### src/rtl/tksel_pkg.sv
`default_nettype none
package tksel_pkg;

	localparam int K_MAX      = 16;
	localparam int SCORE_BITS = 16;
	localparam int INDEX_BITS = 16;

	// keep_count register width is fixed at five bits
	localparam int KEEP_W     = 5;
	localparam int CNT_W      = ($clog2(K_MAX + 1) > KEEP_W) ? $clog2(K_MAX + 1) : KEEP_W;
	localparam int CFG_DATA_W = (SCORE_BITS > KEEP_W) ? SCORE_BITS : KEEP_W;
	localparam int CFG_IDX_W  = 2;

	localparam logic [CFG_IDX_W-1:0] REG_KEEP_COUNT = CFG_IDX_W'(0);
	localparam logic [CFG_IDX_W-1:0] REG_MIN_SCORE  = CFG_IDX_W'(1);

	typedef struct packed {
		logic                  valid;
		logic [SCORE_BITS-1:0] score;
		logic [INDEX_BITS-1:0] index;
	} entry_t;

	// broadcast to every cell of the chain
	typedef struct packed {
		logic                  step;
		logic                  insert;
		logic                  drain;
		logic [SCORE_BITS-1:0] score;
		logic [INDEX_BITS-1:0] index;
	} cell_ctrl_t;

endpackage
`default_nettype wire

### src/rtl/tksel_cell.sv
`default_nettype none
module tksel_cell (
	input  wire                  clk,
	input  wire                  arst_n,
	input  tksel_pkg::cell_ctrl_t ctrl,
	input  wire                  in_bound,
	input  tksel_pkg::entry_t    prev_entry,
	input  wire                  prev_take,
	input  tksel_pkg::entry_t    next_entry,
	output tksel_pkg::entry_t    entry,
	output logic                 take
);
	import tksel_pkg::*;

	logic                  valid_q;
	logic [SCORE_BITS-1:0] score_q;
	logic [INDEX_BITS-1:0] index_q;
	entry_t                cur;
	entry_t                nxt;

	// entries beyond the active limit read as empty
	always_comb begin
		cur.valid = valid_q & in_bound;
		cur.score = score_q;
		cur.index = index_q;
	end

	// this cell or one to its left is where the new score belongs
	assign take  = ctrl.insert & (~cur.valid | (ctrl.score > cur.score));
	assign entry = cur;

	always_comb begin
		if (ctrl.drain) begin
			nxt = next_entry;
		end else if (prev_take) begin
			nxt = prev_entry;
		end else if (take) begin
			nxt.valid = 1'b1;
			nxt.score = ctrl.score;
			nxt.index = ctrl.index;
		end else begin
			nxt = cur;
		end
	end

	// hold validity between requests; a request or a drain drops entries beyond the limit
	always_ff @(posedge clk or negedge arst_n) begin
		if (!arst_n) begin
			valid_q <= 1'b0;
		end else if (ctrl.step || ctrl.drain) begin
			valid_q <= nxt.valid & in_bound;
		end
	end

	always_ff @(posedge clk) begin
		score_q <= nxt.score;
		index_q <= nxt.index;
	end

endmodule
`default_nettype wire

### src/rtl/thresholded_top_k_selector_unit.sv
// A request without end_of_vector leaves the block idle; a new one may follow at once.
// A request with end_of_vector sets busy until the kept entries have drained (one result if none);
// results leave cell 0 one per cycle, the first registered at the edge after the accepting edge.
// Throughput is one request per cycle while the block is not busy; a drain holds off new requests.
// The receiver cannot stall; each result is shown for one cycle with result_strobe.
// Asynchronous active-low reset empties the chain, keep_count to 1 and min_score to 0.
`default_nettype none
module thresholded_top_k_selector_unit (
	input  wire                                 clk,
	input  wire                                 arst_n,
	input  wire                                 start,
	output logic                                busy,
	input  wire  [tksel_pkg::SCORE_BITS-1:0]    score,
	input  wire  [tksel_pkg::INDEX_BITS-1:0]    item_index,
	input  wire                                 end_of_vector,
	input  wire                                 cfg_write,
	input  wire  [tksel_pkg::CFG_IDX_W-1:0]     cfg_index,
	input  wire  [tksel_pkg::CFG_DATA_W-1:0]    cfg_data,
	output logic                                result_strobe,
	output logic [tksel_pkg::SCORE_BITS-1:0]    best_score,
	output logic [tksel_pkg::INDEX_BITS-1:0]    best_index,
	output logic                                entry_valid,
	output logic                                last_entry
);
	import tksel_pkg::*;

	typedef enum logic {
		ST_IDLE,
		ST_DRAIN
	} state_t;

	state_t                state_q;
	logic [KEEP_W-1:0]     keep_count_q;
	logic [SCORE_BITS-1:0] min_score_q;
	logic [CNT_W-1:0]      limit;
	logic                  accept;
	cell_ctrl_t            ctrl;

	// chain[K_MAX] is a constant empty slot feeding the tail during a drain
	entry_t                chain [0:K_MAX];
	logic                  takes [0:K_MAX];

	// Configuration registers: the user must write them only while idle; the block does not enforce this.
	always_ff @(posedge clk or negedge arst_n) begin
		if (!arst_n) begin
			keep_count_q <= KEEP_W'(1);
			min_score_q  <= '0;
		end else if (cfg_write) begin
			case (cfg_index)
				REG_KEEP_COUNT: keep_count_q <= cfg_data[KEEP_W-1:0];
				REG_MIN_SCORE:  min_score_q  <= cfg_data[SCORE_BITS-1:0];
				default:        ;
			endcase
		end
	end

	// Clamp keep_count: zero behaves as one, anything above the chain length saturates.
	always_comb begin
		if (keep_count_q == '0) begin
			limit = CNT_W'(1);
		end else if (CNT_W'(keep_count_q) > CNT_W'(K_MAX)) begin
			limit = CNT_W'(K_MAX);
		end else begin
			limit = CNT_W'(keep_count_q);
		end
	end

	assign busy   = (state_q == ST_DRAIN);
	assign accept = start & ~busy;

	// Drop scores below the threshold; a dropped request may still close the vector.
	// Every accepted request, dropped or not, trims the chain to the current limit.
	always_comb begin
		ctrl.step   = accept;
		ctrl.insert = accept & (score >= min_score_q);
		ctrl.drain  = busy;
		ctrl.score  = score;
		ctrl.index  = item_index;
	end

	assign takes[0]       = 1'b0;
	assign chain[K_MAX]   = '0;

	// Cell 0 holds the best entry; a left neighbour of cell 0 would be empty and never take.
	for (genvar i = 0; i < K_MAX; i++) begin : g_cell
		entry_t left_entry;
		logic   left_take;

		if (i == 0) begin : g_head
			assign left_entry = '0;
			assign left_take  = takes[0];
		end else begin : g_body
			assign left_entry = chain[i-1];
			assign left_take  = takes[i];
		end

		tksel_cell u_cell (
			.clk        (clk),
			.arst_n     (arst_n),
			.ctrl       (ctrl),
			.in_bound   (CNT_W'(i) < limit),
			.prev_entry (left_entry),
			.prev_take  (left_take),
			.next_entry (chain[i+1]),
			.entry      (chain[i]),
			.take       (takes[i+1])
		);
	end

	// Control and result registers. During a drain, emit cell 0 each cycle while the
	// chain shifts towards it; stop once the next cell is empty.
	always_ff @(posedge clk or negedge arst_n) begin
		if (!arst_n) begin
			state_q       <= ST_IDLE;
			result_strobe <= 1'b0;
			best_score    <= '0;
			best_index    <= '0;
			entry_valid   <= 1'b0;
			last_entry    <= 1'b0;
		end else begin
			case (state_q)
				ST_IDLE: begin
					result_strobe <= 1'b0;
					if (accept && end_of_vector) begin
						state_q <= ST_DRAIN;
					end
				end
				ST_DRAIN: begin
					result_strobe <= 1'b1;
					entry_valid   <= chain[0].valid;
					last_entry    <= ~chain[0].valid | ~chain[1].valid;
					// an empty run reports zero payload
					best_score    <= chain[0].valid ? chain[0].score : '0;
					best_index    <= chain[0].valid ? chain[0].index : '0;
					if (!chain[0].valid || !chain[1].valid) begin
						state_q <= ST_IDLE;
					end
				end
				default: begin
					state_q       <= ST_IDLE;
					result_strobe <= 1'b0;
				end
			endcase
		end
	end

	// An invalid result always closes the run.
	a_invalid_is_last: assert property (@(posedge clk) disable iff (!arst_n)
		result_strobe && !entry_valid |-> last_entry)
		else $error("invalid result not marked last");

	// A drain only starts from an accepted request that closes the vector.
	a_drain_cause: assert property (@(posedge clk) disable iff (!arst_n)
		$rose(busy) |-> $past(start && end_of_vector))
		else $error("drain started without end of vector");

	// Results appear only out of a drain.
	a_strobe_from_drain: assert property (@(posedge clk) disable iff (!arst_n)
		result_strobe |-> $past(busy))
		else $error("result outside a drain");

	// Results of one run come out in non-increasing score order.
	a_descending: assert property (@(posedge clk) disable iff (!arst_n)
		result_strobe && $past(result_strobe) && entry_valid |-> best_score <= $past(best_score))
		else $error("results out of order");

	// The last result frees the block.
	a_last_frees: assert property (@(posedge clk) disable iff (!arst_n)
		result_strobe && last_entry |-> !busy)
		else $error("busy after last result");

endmodule
`default_nettype wire

### config.mk
export PLATFORM = sky130hd
export DESIGN_NAME = thresholded_top_k_selector_unit
export DESIGN_NICKNAME = d
export VERILOG_FILES = /design/src/rtl/tksel_pkg.sv /design/src/rtl/tksel_cell.sv /design/src/rtl/thresholded_top_k_selector_unit.sv
export SDC_FILE = /design/constraint.sdc
export NUM_CORES = 1
export LEC_CHECK = 0
export BUFFER_PORTS_ARGS = -buffer_cell sky130_fd_sc_hd__buf_2
export CAP_MARGIN = 20
export CORE_ASPECT_RATIO = 0.75
export CORE_MARGIN = 2
export CORE_UTILIZATION = 35
export DETAILED_ROUTE_END_ITERATION = 8
export PLACE_DENSITY = 0.52
export SLEW_MARGIN = 15
export SYNTH_ARGS = -nofsm -noshare
export SYNTH_HDL_FRONTEND = slang
export SYNTH_SLANG_ARGS = --single-unit
### constraint.sdc
create_clock -name clk -period 6.3 [get_ports clk]
set_clock_uncertainty 0.1 [all_clocks]
set_input_delay 1.26 -clock clk [delete_from_list [all_inputs] [get_ports clk]]
set_output_delay 1.26 -clock clk [all_outputs]
set_load 0.05 [all_outputs]
==> results of run 1 <==
==> state kept, by name, indices dropped and copies added, names as in the netlist <==
name	cells
g_cell.u_cell.index_q	256
g_cell.u_cell.score_q	256
best_index	16
best_score	16
g_cell.u_cell.valid_q	16
min_score_q	16
keep_count_q	5
busy	1
entry_valid	1
last_entry	1
result_strobe	1
==> power groups by stage <==
stage,logic [mW],clock network [mW],registers (mW)
6_report,7.82,4.01,8.44
5_1_grt,8.63,4.23,8.65
4_1_cts,7.74,4.10,8.45
3_5_place_dp,7.68,0,8.52
3_3_place_gp,7.40,0,8.50
2_1_floorplan,5.19,0,8.13
==> worst paths after layout <==
path                                                               to                        from  slack [ns]  cells after the start
setup / recovery               g_cell[3].u_cell.score_q[14]$_DFFE_PP_                   score[14]        1.22                      9
hold / removal                                entry_valid$_DFFE_PN0P_     entry_valid$_DFFE_PN0P_        0.39                      1
setup reg to reg           g_cell[15].u_cell.score_q[10]$_SDFFE_PP0P_  min_score_q[0]$_DFFE_PN0P_        1.69                     10
hold reg to reg                               entry_valid$_DFFE_PN0P_     entry_valid$_DFFE_PN0P_        0.39                      1
max in group asynchronous                  best_index[10]$_DFFE_PN0P_                      arst_n        4.64                      2
min in group asynchronous                  min_score_q[0]$_DFFE_PN0P_                      arst_n        0.49                      1
==> metal layers <==
layer	up-vias	wire [um]	global-route usage (%)
met2	947	49050	33.36
li1	11950	-	-
met4	0	2217	5.372
met5	-	0	0
met3	135	6611	3.043
met1	13390	51340	31.32
==> cell families (layout without fill, tap and decap cells) <==
logic type | Yosys count | count (layout) | share of synthesized area [%]
AOI/OAI and AO/OA | 1142 | 1142 | 24.63
muxes | 42 | 42 | 1.327
buffers and inverters | 513 | 593 | 6.221
adders and majority gates | 272 | 272 | 10.05
DFF | 585 | 585 | 49.88
and+or+nand+nor | 532 | 532 | 7.892
==> final cells by class <==
class,instances,area share (%)
clock inverters,22,0.6204
clock buffers,100,5.264
repair buffers,188,3.228
inverters,283,2.808
multi-input cells,1988,39.41
well taps,1250,4.125
flip-flops and latches,585,44.54
==> layout by cell type (no fill, tap or decap), drive strengths merged, types with 100 or more instances in the layout <==
cell / n
inv: 283
a221o: 141
buf: 188
clkbuf: 100
nor2: 122
edfxtp: 480
a21oi: 127
o21ai: 251
a22o: 138
ha: 272
a21o: 110
nand2: 139
a22oi: 226
==> through the flow <==
| step | instances | area [um2] | hold WS [ns] | setup WS (ns) | util [%] |
|---|---|---|---|---|---|
| finish | 4416 | 37910 | 0.3903 | 1.222 | 39.69 |
| global route | 4416 | 37910 | 0.4233 | 1.141 | 39.69 |
| CTS | 4416 | 37910 | 0.4016 | 1.352 | 39.69 |
| detailed placement | 4294 | 35680 | 0.3854 | 0.6945 | 37.36 |
| global placement | 4293 | 35670 | 0.3599 | 0.4603 | 37.34 |
| floorplan | 3086 | 33850 | 0.3685 | 0.3418 | - |
==> critical path: cells and delay by family <==
kind	cells	cell delay, ns
adders and majority gates	1	0.17
buffers and inverters	3	1.18
and+or+nand+nor	2	1.05
AOI/OAI and AO/OA	3	1.56
==> results summary, run 1 <==
The run finished with clean final reports. The synthesized area per cell came out at 10.97 um2. During synthesis, Yosys emitted a total of 0 warnings. The largest fanout of any net on the critical path is 20. The final-report max-slew violation count came out at 0.

The internal power summed over all cells is 12.13 mW. The port buffer count came out at 90. The flip-flop and latch count after synthesis is 585. Overall power consumption after layout is estimated at 20.28 mW. The post-detailed-route count of antenna-violating nets is 0. The count of flip-flops with a built-in enable after synthesis is 480.

The H-tree depth is 3. The count of vias placed by the detailed router came out at 26420. Fill cells in the final layout number 9144. The cell chosen for the clock root is sky130_fd_sc_hd__clkbuf_16. In this run, distinct cell masters in the synthesized netlist total 84. TritonCTS built the clock tree. The min-delay analysis places its worst path in the category register to register. The total area inside the core boundary comes to 95520 um2. By area the synthesized netlist is led by sky130_fd_sc_hd__edfxtp_1, sky130_fd_sc_hd__ha_1, sky130_fd_sc_hd__dfrtp_1, sky130_fd_sc_hd__a22oi_1, sky130_fd_sc_hd__a221o_1. The commonest cells after synthesis are sky130_fd_sc_hd__edfxtp_1, sky130_fd_sc_hd__inv_1, sky130_fd_sc_hd__ha_1, sky130_fd_sc_hd__a22oi_1, sky130_fd_sc_hd__o21ai_0. The maximum number of pins on one net before global-route repair is 214. The number of gates resized after CTS came out at 0. In this run, the number of DRC markers left after iteration 0 of detailed routing was 2819. The share of post-route cells with drive strength above 1 came out at 11.50%. The DRC violations left came out at 0. The critical path's largest stage delay is 1.01 ns. The number of setup buffers added after CTS is 0.

The area growth from synthesis to layout is 12.01%. The later-pin clock latency in the skew report came out at 0.63 ns. Setup repair after global routing left no endpoint under its margin. In this run, post-CTS hold repair placed 0 buffers. In this run the biggest area consumer among cell types represents 42.58% of the synthesized area. The clock transition time at the flip-flop clock pins of the worst setup and hold paths is 0.06 ns. The endpoint arrival time on the critical path is 5.28 ns. Pin placement for this block handled 91 I/O pins.

The sequential cells in the finished layout cover a total of 16890 um2. The critical path goes through buf_2, buf_4, ha_1, nand4_1, a2111oi_1, a2111oi_2, a211oi_4, or3_1, buf_4. The first global-routing pass estimated 165.7 mm of wire. For this design, the slowest cell found on the critical path is sky130_fd_sc_hd__a2111oi_1. The synthesized cell area is 33850 um2. The switching power is 8.144 mW.

The sequential element share of the synthesized area came out at 49.88%. The worst setup path is of the input port to register kind. The number of antenna violations at the first check in global routing came out at 3. The floorplan die height came out at 273.3 um. The CTS buffer count came out at 66. The final layout contains 3439 nets.

Counting stages on the worst path, the most repeated cell is sky130_fd_sc_hd__buf_4. The final wirelength came out at 109.2 mm. In the synthesized netlist the dominant register cell turns out to be sky130_fd_sc_hd__edfxtp_1. The multi-input combinational cells in the finished layout cover a total of 14940 um2.

In the routed layout, each cell is associated on average with a via count of 5.983. The slew at the pin with the worst max-slew slack came out at 1.091 ns. The switching share of power is 40.17%.

The worst setup path is launched from an input port. After floorplanning, the core was divided into 98 placement rows. The initial utilization of the core area, before any placement, comes to 35.44%.

The x dimension of the die came out at 363.1 um. In the post-synthesis netlist, the cell with the most instances is sky130_fd_sc_hd__edfxtp_1. The clock power share is 19.8%. The peak clock frequency supported by timing came out at 196.9 MHz. The portion of the clock cycle consumed by the worst path in the final layout came out at 80.60%.

0 antenna diodes ended up in the layout. The power per cell area is 534.8 nW/um2. The static power due to leakage came out at 15.56 nW. The number of standard cells after synthesis is 3086. IR analysis of the VDD net gives a maximum drop of 0.3215 mV.

The floorplan step defined a die boundary enclosing 99240 um2. The worst-case clock buffer depth is 3. The endpoint kind of the worst setup timing path is a register.

The number of iterations in the first detailed-routing pass came out at 6. The total clock sinks is 585. The total routing resource utilization after global routing came out at 21.46%. The number of max-capacitance violations reported came out at 0. The total overflow left after global routing is 0.

The congestion estimate from routability-driven global placement came to 0.8780. The routed wire length per instance came out at 24.73 um. The biggest area contributor in the post-synthesis netlist is sky130_fd_sc_hd__edfxtp_1. The HPWL after detailed placement is 78.58 mm.

Setup violations remaining at the end of the flow were counted as 0. The time the worst path needs with I/O delays and setup is 5.078 ns. Combinational cells account for 38.6% of the total power. The number of hold violations in the final report came out at 0. Measured against its own limit, the worst slew margin works out to 27.28%. The number of global-route vias before repair is 27000.

The post-route setup TNS came out at 0 ns. The async set or reset register ratio after synthesis is 12.48%. In this run, flip-flops and latches consume 41.6% of the power. The post-synthesis net count is 3413.

The required arrival time at the worst endpoint is 6.50 ns.
Power figures use the tool's default switching activity.
==> inputs of run 2 (changes only) <==
- ABC_AREA: unset -> 1
- PLACE_DENSITY: 0.52 -> 0.54
- clock period: 6.3 -> 4.5 ns (I/O delays scaled with it)
==> run 2 against run 1 <==
Net effect:
- clock-buffer cell count decreased by 31
- non-clock buffer count shrank 6
- critical path depth rose by 6
- via count grew 14%
- largest cell class unchanged
- critical endpoint is now g_cell[2].u_cell.score_q[9]$_DFFE_PP_
- critical path type is now register to register
- first-iteration DRC count increased by 4.5%
==> results summary, run 2 <==
The top cell type by total area after synthesis was sky130_fd_sc_hd__edfxtp_1 (unchanged). The number of standard cells after synthesis was 4383 (was 3086). The portion of the clock cycle consumed by the worst path in the final layout is 86.13%. The final wirelength is 112.6 mm (was 109.2 mm). The CTS buffer count came to 60 (was 66). The total setup violations reported at the end of the flow was 0 (unchanged).

Registers with the most flip-flops: g_cell.u_cell.index_q x256, g_cell.u_cell.score_q x256 (unchanged). The largest fanout of any net on the critical path is 35 (was 20). The peak clock frequency supported by timing came out at 258.0 MHz.

The number of global-route vias before repair is 28990 (was 27000). Most frequent cells after synthesis: sky130_fd_sc_hd__nand2_1, sky130_fd_sc_hd__nand3_1, sky130_fd_sc_hd__edfxtp_1, sky130_fd_sc_hd__inv_1, sky130_fd_sc_hd__ha_1 (was sky130_fd_sc_hd__edfxtp_1, sky130_fd_sc_hd__inv_1, sky130_fd_sc_hd__ha_1, sky130_fd_sc_hd__a22oi_1, sky130_fd_sc_hd__o21ai_0). Synth top area cells: sky130_fd_sc_hd__edfxtp_1, sky130_fd_sc_hd__nand2_1, sky130_fd_sc_hd__ha_1, sky130_fd_sc_hd__nand3_1, sky130_fd_sc_hd__dfrtp_1 (was sky130_fd_sc_hd__edfxtp_1, sky130_fd_sc_hd__ha_1, sky130_fd_sc_hd__dfrtp_1, sky130_fd_sc_hd__a22oi_1, sky130_fd_sc_hd__a221o_1).

The number of gates resized after CTS came out at 0 (unchanged). The first-pass GRT wire length is 174.0 mm (was 165.7 mm). The routed wire length per instance came out at 19.41 um (was 24.73 um). The worst-case setup margin in the final layout came out at 0.6244 ns (was 1.222 ns). The overall overflow remaining after global route is 0 (unchanged). The share of post-route cells with drive strength above 1 came to 8.294% (was 11.50%).

The total routing resource utilization after global routing came out at 21.42% (was 21.46%). The commonest register cell after synthesis is sky130_fd_sc_hd__edfxtp_1 (unchanged). The number of hold violations in the final report came out at 0 (unchanged). The worst-case clock buffer depth came out at 3 (unchanged). The power per cell area is 479.0 nW/um2 (was 534.8 nW/um2). The count of hold-fix buffers inserted at cts came out at 0 (unchanged). The post-detailed-route count of antenna-violating nets was 0 (unchanged). The weighted congestion reported at the end of routability-driven placement came out at 0.8757 (was 0.8780).

The time the worst path needs with I/O delays and setup came out at 3.876 ns. The peak-usage layer in the global routing report is met1 (was met2). The total cell area at the placement stage was 37490 um2 (was 35680 um2). The number of unique standard cell types used by synthesis is 43 (was 84).

The most common cell after layout, fill and taps aside is sky130_fd_sc_hd__nand2_1 (was sky130_fd_sc_hd__edfxtp_1). The headroom to the max-slew limit was 26.37% (was 27.28%). The number of placed instances, taps included is 5679 (was 4294). The global-route track usage on met3 came out at 3.408% (was 3.043%). The starting utilization of the core area is 35.22% (was 35.44%). The TritonCTS clock tree is done (unchanged).

Setup repair after global routing missed its margin: false (unchanged). The count of flip-flops with a built-in enable after synthesis is 480 (unchanged). The number of vias per cell after detailed routing was 5.193 (was 5.983). The slew at the pin with the worst max-slew slack is 1.100 ns (was 1.091 ns).

The most numerous cell in the Yosys netlist is sky130_fd_sc_hd__nand2_1 (was sky130_fd_sc_hd__edfxtp_1). The required arrival time at the worst endpoint is 4.93 ns (was 6.50 ns). The final-report max-slew violation count came out at 0 (unchanged). The x dimension of the die came out at 372.1 um (was 363.1 um).

The number of antenna violations at the first check in global routing is 1 (was 3). The port buffer count came out at 90 (unchanged). The H-tree depth came out at 2 (was 3). The post-synthesis net count came out at 4710 (was 3413).

The number of placed I/O pins came to 91 (unchanged). The total clock sinks came out at 585 (unchanged). Result of the run: completed (unchanged). The internal power summed over all cells came out at 12.11 mW (was 12.13 mW). The die area is 104200 um2 (was 99240 um2).

The maximum number of pins on one net before global-route repair came out at 194 (was 214). The met2 track demand over resource came out at 32.03% (was 33.36%). The clock power share came to 28.7% (was 19.8%). The share of total power in sequential cells is 44.6% (was 41.6%). The pre-CTS setup slack is 0.08168 ns (was 0.6945 ns). The met1 capacity usage during global routing was 32.23% (was 31.32%). The origin of the worst setup path is min_score_q[11]$_DFFE_PN0P_ (was score[14]).

The switching share of power came to 36.22% (was 40.17%). The switching power is 6.876 mW (was 8.144 mW). The worst setup path category is register to register (was input port to register).

The worst-case vdd ir drop came out at 0.3266 mV (was 0.3215 mV). The final instance count without filler cells is 5800 (was 4416). The synthesized area per cell came out at 8.114 um2 (was 10.97 um2).

The sequential element share of the synthesized area is 47.47% (was 49.88%). The count of antenna diodes in the layout came out at 0 (unchanged). The later-pin clock latency in the skew report came out at 0.68 ns (was 0.63 ns). The number of placement rows came to 101 (was 98). The HPWL after detailed placement was 82.46 mm (was 78.58 mm).

The share of the core filled with cells came out at 39.25% (was 39.69%). The static power due to leakage is 17.45 nW (was 15.56 nW). The synthesized cell area was 35560 um2 (was 33850 um2). The floorplan die height is 280.1 um (was 273.3 um). The worst reg-to-reg path cell count is 15 (was 10). The violation count after the first detailed-route iteration was 2947 (was 2819). The number of iterations in the first detailed-routing pass is 6 (unchanged). The capturing point of the worst reg2reg path is g_cell[2].u_cell.score_q[9]$_DFFE_PP_ (was g_cell[15].u_cell.score_q[10]$_SDFFE_PP0P_). The number of setup buffers added after CTS is 0 (unchanged). The kind of launch point of the worst setup path was a register (was input port). The count of synthesis-stage warnings from yosys came to 0 (unchanged). The core footprint came out at 101000 um2 (was 95520 um2). The endpoint arrival time on the critical path is 4.30 ns (was 5.28 ns). The DRC violations left came out at 0 (unchanged). The count of vias placed by the detailed router came to 30120 (was 26420). The area of all placed cells without fillers came out at 39630 um2 (was 37910 um2). The signed area change from the synthesized netlist to the final layout was 11.43% (was 12.01%). The register-to-register setup slack is 0.62 ns (was 1.69 ns). The flip-flop and latch count after synthesis is 585 (unchanged). The async set or reset register ratio after synthesis is 12.48% (unchanged). The share of the synthesized area in the top cell type came to 40.53% (was 42.58%).

The launch instance of the worst register-to-register path is min_score_q[11]$_DFFE_PN0P_ (was min_score_q[0]$_DFFE_PN0P_). The cell chosen for the clock root is sky130_fd_sc_hd__clkbuf_16 (unchanged). The number of max-capacitance violations reported came out at 0 (unchanged). The combinational group share of total power is 26.7% (was 38.6%).

Most frequent cells in the layout: sky130_fd_sc_hd__nand2_1, sky130_fd_sc_hd__nand3_1, sky130_fd_sc_hd__edfxtp_1 (was sky130_fd_sc_hd__edfxtp_1, sky130_fd_sc_hd__inv_1, sky130_fd_sc_hd__ha_1). The clock transition time at the flip-flop clock pins of the worst setup and hold paths came out at 0.07 ns (was 0.06 ns). The post-route setup TNS was 0 ns (unchanged).

The final net count is 4736 (was 3439). The endpoint kind of the worst setup timing path is a register (unchanged). The path class of the lowest-slack min-delay path was input port to async pin (was register to register).
run 2: cell count changes in the layout (fill, tap and decap cells not counted), moves of 94 or more:
cell,before,now
sky130_fd_sc_hd__o21ai_0,222,122
sky130_fd_sc_hd__a22o_1,138,0
sky130_fd_sc_hd__inv_1,282,376
sky130_fd_sc_hd__nand2_1,138,1676
sky130_fd_sc_hd__a22oi_1,226,0
sky130_fd_sc_hd__a221o_1,141,0
sky130_fd_sc_hd__nor2_1,119,216
sky130_fd_sc_hd__nand3_1,39,572
sky130_fd_sc_hd__a21o_1,110,8
run 2: kinds of logic (layout without fill, tap and decap cells):
group | after synthesis | after routing | synth area share [%]
AND/OR/NAND/NOR | 2588 | 2588 | 30.41
buffers and inverters | 620 | 698 | 7.688
flip-flops | 585 | 585 | 47.47
AO/OA/AOI/OAI | 318 | 318 | 4.859
adder cells (fa/ha/maj) | 272 | 272 | 9.570
run 2: worst max path at each step:
stage                                                   endpoint  cells past startpoint
after floorplan            g_cell[1].u_cell.index_q[0]$_DFFE_PP_                     17
after global placement    g_cell[2].u_cell.score_q[13]$_DFFE_PP_                     13
after detailed placement   g_cell[2].u_cell.score_q[9]$_DFFE_PP_                     13
after CTS                  g_cell[2].u_cell.score_q[9]$_DFFE_PP_                     15
after global routing       g_cell[2].u_cell.score_q[4]$_DFFE_PP_                     15
final                      g_cell[2].u_cell.score_q[9]$_DFFE_PP_                     15
run 2: layout make-up:
type / instances / area, um2
clock inverter: 45 / 465.4
clock buffer: 69 / 1618
inverter: 402 / 1523
fill: 10300 / 61340
timing repair buffer: 182 / 1439
sequential: 585 / 16890
multi-input combinational: 3178 / 16020
tap: 1339 / 1675
run 2: routing by layer:
| metal | share of wire, % | up-vias | wire, um |
|---|---|---|---|
| met1 | 48 | 14520 | 54170 |
| li1 | - | 14550 | - |
| met2 | 43 | 951 | 47940 |
| met4 | 2.1 | 0 | 2418 |
| met3 | 7.2 | 109 | 8056 |
| met5 | 0 | - | 0 |
run 2: power groups by stage:
stage	clock, mW	sequential (mW)	combinational, mW
floorplan	0	8.53	3.09
global placement	0	8.58	4.92
detailed placement	0	8.53	5.01
CTS	5.55	8.45	5.04
global route	5.74	8.60	5.70
finish	5.45	8.46	5.07
run 2: critical path, cell delays in order (launching register included):
cell                      delay, ns
sky130_fd_sc_hd__dfrtp_1       0.32
sky130_fd_sc_hd__inv_1         0.13
sky130_fd_sc_hd__ha_1          0.33
sky130_fd_sc_hd__nand2_1       0.06
sky130_fd_sc_hd__inv_2         0.05
sky130_fd_sc_hd__nand3_1       0.07
sky130_fd_sc_hd__nor3_2        0.48
sky130_fd_sc_hd__nand2_1       0.14
sky130_fd_sc_hd__nand3_2       0.12
sky130_fd_sc_hd__nand2_2       0.18
sky130_fd_sc_hd__inv_6         0.42
sky130_fd_sc_hd__buf_4         0.37
sky130_fd_sc_hd__nand2_4       0.13
sky130_fd_sc_hd__inv_2         0.56
sky130_fd_sc_hd__nand2_1       0.15
sky130_fd_sc_hd__nand3_1       0.12
run 2: through the flow:
| step | hold slack [ns] | power, mW |
|---|---|---|
| global route | 0.2366 | 20.04 |
| CTS | 0.1988 | 19.03 |
| floorplan | 0.3520 | 11.63 |
| finish | 0.1994 | 18.98 |
| global placement | 0.3561 | 13.49 |
| detailed placement | 0.3602 | 13.54 |
